`src/rtl/core/dret_pkg.sv`:
```
// ----------------------------------------------------------------------------
// dret_pkg
// shared types and constants for the difficulty retarget block
// ----------------------------------------------------------------------------
package dret_pkg;

  localparam int unsigned NUM_CFG    = 4;
  localparam int unsigned CFG_IDX_W  = 2;
  localparam int unsigned CFG_DATA_W = 64;
  localparam logic [31:0] HEIGHT_FULL = 32'd10000;
  localparam logic [31:0] HEIGHT_HALF = 32'd5000;

  localparam logic [1:0] CFG_LIMIT0 = 2'd0;
  localparam logic [1:0] CFG_LIMIT1 = 2'd1;
  localparam logic [1:0] CFG_LIMIT2 = 2'd2;
  localparam logic [1:0] CFG_LIMIT3 = 2'd3;

  // classified item handed from front to back
  typedef struct packed {
    logic [31:0]  span;     // clamped span, fits 26 bits
    logic [23:0]  tspan;
    logic [255:0] target;   // expanded last target
  } work_t;

  typedef struct packed {
    logic         new_rule;
    logic [23:0]  target_span;
    logic [30:0]  last_height;
    logic [31:0]  last_bits;
    logic [39:0]  last_time;
    logic [39:0]  first_time;
  } in_item_t;

  typedef struct packed {
    logic [31:0] new_bits;
  } out_item_t;

endpackage

```
`src/rtl/core/dret_if.sv`:
```
// ----------------------------------------------------------------------------
// dret_if
// valid/ready channel carrying one word of type T
// ----------------------------------------------------------------------------
interface dret_if #(
  parameter type T = logic
);
  logic valid;
  logic ready;
  T     data;
  modport source (output valid, output data, input ready);
  modport sink   (input valid, input data, output ready);
endinterface

```
`src/rtl/core/dret_front.sv`:
```
// ----------------------------------------------------------------------------
// dret_front
// computes clamp bounds, clamps the span and expands the compact target
// ----------------------------------------------------------------------------
module dret_front (
  input  logic                  clk,
  input  logic                  rst,
  input  logic                  in_valid,
  output logic                  in_ready,
  input  dret_pkg::in_item_t    in_data,
  output logic                  out_valid,
  input  logic                  out_ready,
  output dret_pkg::work_t       out_data
);
  // stage 1: bounds and span difference
  logic        s1_valid;
  logic [27:0] s1_lo, s1_hi;
  logic [40:0] s1_diff;
  logic [23:0] s1_tspan;
  logic [31:0] s1_bits;

  logic [25:0] t26, q26, lo_b, hi_b, lo_r;
  logic [31:0] nh;

  always_comb begin
    t26  = {2'b00, in_data.target_span};
    q26  = t26 >> 2;
    lo_b = in_data.new_rule ? (t26 - q26) : q26;
    hi_b = in_data.new_rule ? (t26 + q26) : (t26 << 2);
    nh   = {1'b0, in_data.last_height} + 32'd1;
    lo_r = lo_b;
    if (nh <= dret_pkg::HEIGHT_FULL) begin
      lo_r = (nh > dret_pkg::HEIGHT_HALF) ? (lo_b >> 1) : (lo_b >> 2);
    end
  end

  logic s1_adv;
  assign s1_adv   = !s1_valid || !out_valid || out_ready;
  assign in_ready = s1_adv;

  always_ff @(posedge clk) begin
    if (rst) begin
      s1_valid <= 1'b0;
    end else if (s1_adv) begin
      s1_valid <= in_valid;
    end
    if (s1_adv && in_valid) begin
      s1_lo    <= {2'b00, lo_r};
      s1_hi    <= {2'b00, hi_b};
      s1_diff  <= {1'b0, in_data.last_time} - {1'b0, in_data.first_time};
      s1_tspan <= in_data.target_span;
      s1_bits  <= in_data.last_bits;
    end
  end

  // stage 2: clamp and decode
  logic [40:0]  lo41, hi41;
  logic [27:0]  span_c;
  logic [7:0]   sz;
  logic [255:0] dec;
  logic [22:0]  mant;

  always_comb begin
    lo41 = {13'd0, s1_lo};
    hi41 = {13'd0, s1_hi};
    if (!s1_diff[40] && s1_diff > hi41) begin
      span_c = s1_hi;
    end else if (s1_diff[40] || s1_diff < lo41) begin
      span_c = s1_lo;
    end else begin
      span_c = s1_diff[27:0];
    end
    sz   = s1_bits[31:24];
    mant = s1_bits[22:0];
    if (sz <= 8'd3) begin
      dec = {233'd0, mant} >> ({5'd0, 8'd3 - sz} << 3);
    end else begin
      dec = {233'd0, mant} << ({3'd0, sz - 8'd3} << 3);
    end
  end

  logic s2_stall;
  assign s2_stall = out_valid && !out_ready;

  always_ff @(posedge clk) begin
    if (rst) begin
      out_valid <= 1'b0;
    end else if (!s2_stall) begin
      out_valid <= s1_valid;
    end
    if (!s2_stall && s1_valid) begin
      out_data.span   <= {4'd0, span_c};
      out_data.tspan  <= s1_tspan;
      out_data.target <= dec;
    end
  end
endmodule

```
`src/rtl/core/dret_fifo.sv`:
```
// ----------------------------------------------------------------------------
// dret_fifo
// short queue between front and back
// ----------------------------------------------------------------------------
module dret_fifo #(
  parameter int unsigned DEPTH = 2
) (
  input  logic            clk,
  input  logic            rst,
  input  logic            in_valid,
  output logic            in_ready,
  input  dret_pkg::work_t in_data,
  output logic            out_valid,
  input  logic            out_ready,
  output dret_pkg::work_t out_data
);
  localparam int unsigned AW = (DEPTH > 1) ? $clog2(DEPTH) : 1;
  dret_pkg::work_t mem [DEPTH];
  logic [AW-1:0] wp, rp;
  logic [AW:0]   cnt;
  logic push, pop;

  assign in_ready  = cnt < (AW+1)'(DEPTH);
  assign out_valid = cnt != '0;
  assign out_data  = mem[rp];
  assign push = in_valid && in_ready;
  assign pop  = out_valid && out_ready;

  always_ff @(posedge clk) begin
    if (rst) begin
      wp  <= '0;
      rp  <= '0;
      cnt <= '0;
    end else begin
      if (push) begin
        wp <= (wp == AW'(DEPTH-1)) ? '0 : wp + 1'b1;
      end
      if (pop) begin
        rp <= (rp == AW'(DEPTH-1)) ? '0 : rp + 1'b1;
      end
      cnt <= cnt + (AW+1)'(push) - (AW+1)'(pop);
    end
    if (push) begin
      mem[wp] <= in_data;
    end
  end
endmodule

```
`src/rtl/core/dret_back.sv`:
```
// ----------------------------------------------------------------------------
// dret_back
// pipelined multiply by span, division by target span, cap and compact encode
// ----------------------------------------------------------------------------
module dret_back (
  input  logic                 clk,
  input  logic                 rst,
  input  logic [255:0]         limit,
  input  logic                 in_valid,
  output logic                 in_ready,
  input  dret_pkg::work_t      in_data,
  output logic                 out_valid,
  input  logic                 out_ready,
  output dret_pkg::out_item_t  out_data
);
  // stages: 8 multiply limbs, 256 restoring division steps, cap, encode
  localparam int unsigned NMUL = 8;
  localparam int unsigned NDIV = 256;
  localparam int unsigned NST  = NMUL + NDIV + 2;

  logic adv;
  assign adv      = !out_valid || out_ready;
  assign in_ready = adv;

  logic [NST-1:0] vld;

  // multiply pipeline: one 32x32 limb product per stage
  logic [255:0] m_acc  [NMUL+1];
  logic [255:0] m_src  [NMUL+1];
  logic [31:0]  m_car  [NMUL+1];
  logic [31:0]  m_span [NMUL+1];
  logic [23:0]  m_t    [NMUL+1];

  always_comb begin
    m_acc[0]  = '0;
    m_src[0]  = in_data.target;
    m_car[0]  = '0;
    m_span[0] = in_data.span;
    m_t[0]    = in_data.tspan;
  end

  for (genvar i = 0; i < NMUL; i++) begin : g_mul
    logic [63:0]  p;
    logic [255:0] acc_n;
    assign p = {32'd0, m_src[i][32*i +: 32]} * {32'd0, m_span[i]} + {32'd0, m_car[i]};
    always_comb begin
      acc_n = m_acc[i];
      acc_n[32*i +: 32] = p[31:0];
    end
    always_ff @(posedge clk) begin
      if (adv) begin
        m_acc[i+1]  <= acc_n;
        m_car[i+1]  <= p[63:32];
        m_src[i+1]  <= m_src[i];
        m_span[i+1] <= m_span[i];
        m_t[i+1]    <= m_t[i];
      end
    end
  end

  // restoring division, one quotient bit per stage, msb first
  logic [255:0] d_num [NDIV+1];
  logic [23:0]  d_rem [NDIV+1];
  logic [23:0]  d_t   [NDIV+1];

  always_comb begin
    d_num[0] = m_acc[NMUL];
    d_rem[0] = '0;
    d_t[0]   = m_t[NMUL];
  end

  for (genvar k = 0; k < NDIV; k++) begin : g_div
    logic [24:0] tr;
    logic        ge;
    assign tr = {d_rem[k], d_num[k][255]};
    assign ge = tr >= {1'b0, d_t[k]};
    always_ff @(posedge clk) begin
      if (adv) begin
        d_rem[k+1] <= ge ? 24'(tr - {1'b0, d_t[k]}) : tr[23:0];
        d_num[k+1] <= {d_num[k][254:0], ge};
        d_t[k+1]   <= d_t[k];
      end
    end
  end

  // zero divisor gives all ones naturally: every step compares against zero
  logic [255:0] capped;
  always_ff @(posedge clk) begin
    if (adv) begin
      capped <= (d_num[NDIV] > limit) ? limit : d_num[NDIV];
    end
  end

  // encode
  logic [8:0]   nbits;
  logic [5:0]   size;
  logic [255:0] sh;
  logic [31:0]  comp;
  logic [6:0]   size_f;
  always_comb begin
    nbits = '0;
    for (int b = 0; b < 256; b++) begin
      if (capped[b]) begin
        nbits = 9'(b + 1);
      end
    end
    size = 6'((nbits + 9'd7) >> 3);
    if (size <= 6'd3) begin
      sh = capped << ({3'd0, 6'd3 - size} << 3);
    end else begin
      sh = capped >> ({3'd0, size - 6'd3} << 3);
    end
    comp   = sh[31:0];
    size_f = {1'b0, size};
    if (comp[23]) begin
      comp   = comp >> 8;
      size_f = size_f + 7'd1;
    end
  end

  always_ff @(posedge clk) begin
    if (rst) begin
      vld <= '0;
    end else if (adv) begin
      vld <= {vld[NST-2:0], in_valid};
    end
    if (adv) begin
      out_data.new_bits <= {1'b0, size_f, 1'b0, comp[22:0]};
    end
  end
  assign out_valid = vld[NST-1];
endmodule

```
`src/rtl/core/difficulty_retarget_top.sv`:
```
// ----------------------------------------------------------------------------
// difficulty_retarget_top
// next compact target from a retarget window, capped at a programmable limit
// ----------------------------------------------------------------------------
// channel  dir  fields
// in       in   new_rule target_span last_height last_bits last_time first_time
// out      out  new_bits
// cfg      in   cfg_we cfg_idx cfg_data (limit words 0..3)
//
// one item per cycle while out is taken; items pass the front's bounds and clamp
// stages, the queue, and 266 back stages (8 limb multiplies, 256 division steps, cap, encode).
// reset is synchronous and loads the default limit.
// the back pipeline stalls as one when out is not taken; the queue lets the
// front keep taking items meanwhile, until the queue is full.
module difficulty_retarget_top #(
  parameter int unsigned QDEPTH = 2
) (
  input  logic                            clk,
  input  logic                            rst,
  input  logic                            cfg_we,
  input  logic [dret_pkg::CFG_IDX_W-1:0]  cfg_idx,
  input  logic [dret_pkg::CFG_DATA_W-1:0] cfg_data,
  dret_if.sink                            in,
  dret_if.source                          out
);
  logic [63:0] limit_w [dret_pkg::NUM_CFG];

  always_ff @(posedge clk) begin
    if (rst) begin
      limit_w[0] <= 64'hFFFF_FFFF_FFFF_FFFF;
      limit_w[1] <= 64'hFFFF_FFFF_FFFF_FFFF;
      limit_w[2] <= 64'hFFFF_FFFF_FFFF_FFFF;
      limit_w[3] <= 64'h0000_0FFF_FFFF_FFFF;
    end else if (cfg_we) begin
      case (cfg_idx)
        dret_pkg::CFG_LIMIT0: limit_w[0] <= cfg_data;
        dret_pkg::CFG_LIMIT1: limit_w[1] <= cfg_data;
        dret_pkg::CFG_LIMIT2: limit_w[2] <= cfg_data;
        dret_pkg::CFG_LIMIT3: limit_w[3] <= cfg_data;
        default: ;
      endcase
    end
  end

  logic            f_valid, f_ready, b_valid, b_ready;
  dret_pkg::work_t f_data, b_data;

  dret_front u_front (
    .clk, .rst,
    .in_valid (in.valid), .in_ready (in.ready), .in_data (in.data),
    .out_valid (f_valid), .out_ready (f_ready), .out_data (f_data)
  );

  dret_fifo #(.DEPTH (QDEPTH)) u_fifo (
    .clk, .rst,
    .in_valid (f_valid), .in_ready (f_ready), .in_data (f_data),
    .out_valid (b_valid), .out_ready (b_ready), .out_data (b_data)
  );

  dret_back u_back (
    .clk, .rst,
    .limit ({limit_w[3], limit_w[2], limit_w[1], limit_w[0]}),
    .in_valid (b_valid), .in_ready (b_ready), .in_data (b_data),
    .out_valid (out.valid), .out_ready (out.ready), .out_data (out.data)
  );
endmodule
```
`src/flat_wrapper.sv`:
```
// flat-port wrapper written by rule: the top's interface ports become plain ports
module difficulty_retarget_top_flat 
#(
  parameter int unsigned QDEPTH = 2
)
  (clk, rst, cfg_we, cfg_idx, cfg_data, in_valid, in_data, in_ready, out_valid, out_data, out_ready);
  dret_if in_i ();
  dret_if out_i ();
  input  logic clk;
  input  logic rst;
  input  logic cfg_we;
  input  logic [dret_pkg::CFG_IDX_W-1:0] cfg_idx;
  input  logic [dret_pkg::CFG_DATA_W-1:0] cfg_data;
  input wire logic [$bits(in_i.valid)-1:0] in_valid;
  input wire logic [$bits(in_i.data)-1:0] in_data;
  output wire logic [$bits(in_i.ready)-1:0] in_ready;
  output wire logic [$bits(out_i.valid)-1:0] out_valid;
  output wire logic [$bits(out_i.data)-1:0] out_data;
  input wire logic [$bits(out_i.ready)-1:0] out_ready;
  assign in_i.valid = in_valid;
  assign in_i.data = in_data;
  assign in_ready = in_i.ready;
  assign out_valid = out_i.valid;
  assign out_data = out_i.data;
  assign out_i.ready = out_ready;
  difficulty_retarget_top #(.QDEPTH(QDEPTH)) u_core (.clk(clk), .rst(rst), .cfg_we(cfg_we), .cfg_idx(cfg_idx), .cfg_data(cfg_data), .in(in_i), .out(out_i));
endmodule
```
`config.mk`:
```
export PLATFORM = sky130hd
export DESIGN_NAME = difficulty_retarget_top_flat
export DESIGN_NICKNAME = d
export VERILOG_FILES = /design/src/rtl/core/dret_pkg.sv /design/src/rtl/core/dret_if.sv /design/src/rtl/core/dret_front.sv /design/src/rtl/core/dret_fifo.sv /design/src/rtl/core/dret_back.sv /design/src/rtl/core/difficulty_retarget_top.sv /design/src/flat_wrapper.sv
export SDC_FILE = /design/constraint.sdc
export NUM_CORES = 2
export LEC_CHECK = 0
export BUFFER_PORTS_ARGS = -buffer_cell sky130_fd_sc_hd__buf_2
export CAP_MARGIN = 40
export CORE_UTILIZATION = 62
export DETAILED_ROUTE_END_ITERATION = 10
export GPL_TIMING_DRIVEN = 0
export PLACE_DENSITY = 0.78
export SLEW_MARGIN = 20
export SYNTH_ARGS = -nofsm -noshare
export SYNTH_HDL_FRONTEND = slang
export SYNTH_SLANG_ARGS = --single-unit
```
`constraint.sdc`:
```
create_clock -name clk -period 11.1 [get_ports clk]
set_clock_uncertainty 0.15 [all_clocks]
set_input_delay 0.555 -clock clk [delete_from_list [all_inputs] [get_ports clk]]
set_output_delay 0.555 -clock clk [all_outputs]
set_load 0.02 [all_outputs]
```
==> impl_results.md <==
* Status: completed
* Max Root-Sink Buffers at 3
* Yosys warns at 0
* VDD IR-drop max at 152 uV
* Area of the multi-input gates at 0.00942 mm2
* WL/cell at 20.7 um
* Final setup margin at 4.15 ns
* Max-slew violation count at 0
* Largest net degree at the start of global routing at 56
* Worst path required time at 11.31 ns
* Die Span X at 228 um
* Reg clk slew, reported paths at 0.06 ns
* Io pins at 75
* GRT Total Usage at 0.310
* Worst path cell trace: or4_1, nor3_1, o311ai_1, a2111oi_0, nand2_1, a221oi_1, a21o_4, nor2_8, mux2i_4, buf_6, buf_6, inv_2, ha_1, clkbuf_1, clkbuf_1, mux4_2, mux2_4, o22ai_2, a211o_2, o211ai_1
* GR Util met2 at 0.521
* Post-CTS setup buffer count at 0
* Buffers & Inverters on Critical Path at 5
* Area occupied by registers at 0.0208 mm2
* CTS tree: yes
* RSZ-0062 raised after global routing: false
* Max-slew headroom at 0.364
* #FFs+latches synth at 783
* GRT overflow at 0
* Synth area leaders: edfxtp_1 (48%), dfxtp_1 (17%), nand2_1 (6.8%), a21oi_1 (5.0%), nand2b_1 (4.9%)
* First-pass iteration count of the detailed router at 6
* GRT Max-Usage Layer: met2
* Hold violation total from the final report at 0
* Via Count at 22500
* DP Wirelength at 58.6 mm
* Dpl ws at 4.42 ns
* Worst skew pair latency at 0.63 ns
* CTS sink count at 783
* Met1 Use GR at 0.391
* Routed Antenna Nets at 0
* # setup viols final at 0
* Hold depth at 2
* DRC Markers at 0
* Pwr Density at 176 mW/mm2
* Count of nets after finishing at 3211
* Layout cells sized above 1 at 0.0825
* Reg2reg path depth at 20
* Row count at 82
* Fin crit share at 0.626
* Global-route wire length before repair at 123 mm
* Antenna violations before repair at 9
* Synthesized cell area at 0.0318 mm2
* Root Driver: clkbuf_16
* H-tree levels at 3
* Syn_nets at 3027
* Vias in the first global route at 21800
* Initial Util at 0.631
* R2R Setup Slk at 4.15 ns
* Initial DRC Count at 1846
* Worst Path Max Fanout at 10
* Syn Area/Cell at 10.8 um2
* Area Growth Syn to Fin at 13.5%
* Slowest stage cell on the critical path: a2111oi_0
* Commonest cells in the netlist: nand2_1 (572), edfxtp_1 (513), clkbuf_1 (369), a21oi_1 (316), dfxtp_1 (270)
* Routed vias/inst at 5.80
* Worst setup path category: flop to flop
* FMAX at 0.144 GHz
* Sequential area share after synthesis at 0.655
* Asr flop ratio synth at 0
* Yosys cell types at 81
* CP startpoint kind: flop
* Core Box Area at 0.0504 mm2
* Final WL at 80.3 mm
* Met3 track demand over resource at 0.0564
* Critical path arrival at 7.16 ns
* Num CTS Buffers at 77
* Leak Pwr at 11.8 nW
* EDFF count, synth at 513
* Top-count cell post-synth: nand2_1
* Critical Path End: u_core.u_back.out_data[0]
* Fill count at 3394
* Crit. Startpoint: u_core.u_back.capped[135]
* Crit path capture type: flop
* Die height at 228 um
* Worst stage delay on the critical path at 0.61 ns
* Hold Path Class: input port to flop
* Synth top area share at 0.485
* Setup TNS at 0 ns
* Reg2reg end: u_core.u_back.out_data[0]
* Max Cap Viol at 0
* Largest delay share family, worst path: compound AO/OA/AOI/OAI gates
* Number of stages on the worst setup path at 20
* Top FF cell, synth: edfxtp_1
* R2R Path Start: u_core.u_back.capped[135]
* Largest area contributor in the netlist: edfxtp_1
* Die area at 0.0522 mm2
* Final min period at 6.95 ns
* Worst-Margin Slew at 0.948 ns
* PortBufs at 72
* Post-Syn Instances at 2950
* RePlAce Congestion at 0.989
[routing by layer]
| metal | share of wire | wire [um] |
|---|---|---|
| met2 | 0.49 | 39500 |
| met5 | 0.00071 | 57 |
| met3 | 0.065 | 5200 |
| met1 | 0.40 | 31800 |
| met4 | 0.047 | 3800 |
[flip-flops by register name (all words and copies together) (netlist names)]
name and flops:
u_core.limit_w 256, u_core.u_back.capped 256, u_core.u_back.out_data 1, u_core.u_back.vld 266, u_core.u_fifo.cnt 2, u_core.u_front.out_valid 1
u_core.u_front.s1_valid 1
[worst min path at each step]
stage / start / end / slack [ns]
after detailed placement: u_core.u_back.vld[142] / u_core.u_back.vld[142] / 0.29
after global routing: cfg_data[27] / u_core.limit_w[0][219] / 0.07
after floorplan: u_core.u_back.vld[100] / u_core.u_back.vld[100] / 0.28
after CTS: cfg_data[37] / u_core.limit_w[0][101] / 0.04
final: cfg_data[37] / u_core.limit_w[0][101] / 0.07
after global placement: u_core.u_back.vld[51] / u_core.u_back.vld[51] / 0.29
[per-stage QoR]
step,total power [mW],hold slack [ns],cells,util,cell area (um2)
after global placement,3.71,0.288,3694,0.655,33000
after detailed placement,3.73,0.294,3724,0.664,33500
after floorplan,3.58,0.282,2950,-,31800
after global routing,6.52,0.0668,3874,0.716,36100
final,6.34,0.0666,3875,0.716,36100
after CTS,6.37,0.0363,3869,0.716,36000
[cells in the final DEF (no fill, tap or decap), types with 42 or more instances in the layout]
cell type	synthesis	layout
edfxtp_1	513	513
inv_1	54	54
a21oi_1	316	316
nor2_1	119	119
clkbuf_1	369	391
nand2_1	572	572
clkbuf_16	0	79
nor4_1	74	71
buf_2	0	76
nor3_1	54	50
dfxtp_1	270	270
o21ai_0	42	42
nand2b_1	247	247
[kinds of logic (layout without fill, tap and decap cells)]
group,Yosys count,count (layout),synth area share
AO/OA/AOI/OAI,503,503,0.0939
XOR/XNOR,8,8,0.00220
adder cells (fa/ha/maj),5,5,0.00197
buffers and inverters,432,681,0.0515
flip-flops,783,783,0.655
multiplexers,34,34,0.0171
other,0,4,0
AND/OR/NAND/NOR,1185,1185,0.179
[where the power goes]
part,switching (mW),internal [mW],total (mW),leakage (nW)
clock network,1.12,1.54,2.66,1.26
registers,0.129,3.26,3.39,7.36
logic,0.169,0.122,0.291,3.16
[area by class of cell]
type	count	area share
Sequential cell	783	0.577
Multi-Input combinational cell	1735	0.261
Clock buffer	106	0.0587
Buffer	376	0.0397
Tap cell	672	0.0233
Timing Repair Buffer	105	0.0212
Clock inverter	38	0.0129
Inverter	56	0.00583
Antenna cell	4	0.000278
[worst reg2reg max path, stage by stage, from the launching register on]
cell,delay (ns)
edfxtp_1,0.53
or4_1,0.59
nor3_1,0.47
o311ai_1,0.33
a2111oi_0,0.61
nand2_1,0.11
a221oi_1,0.40
a21o_4,0.25
nor2_8,0.06
mux2i_4,0.44
buf_6,0.27
buf_6,0.19
inv_2,0.08
ha_1,0.27
clkbuf_1,0.32
clkbuf_1,0.54
mux4_2,0.42
mux2_4,0.28
o22ai_2,0.16
a211o_2,0.12
o211ai_1,0.10
[timing repair]
| action | in CTS | in global routing |
|---|---|---|
| resized for setup | 0 | 0 |
| hold endpoints to repair | 1 | 0 |
| hold buffers | 1 | 0 |
(Power assumes the default switching activity.)
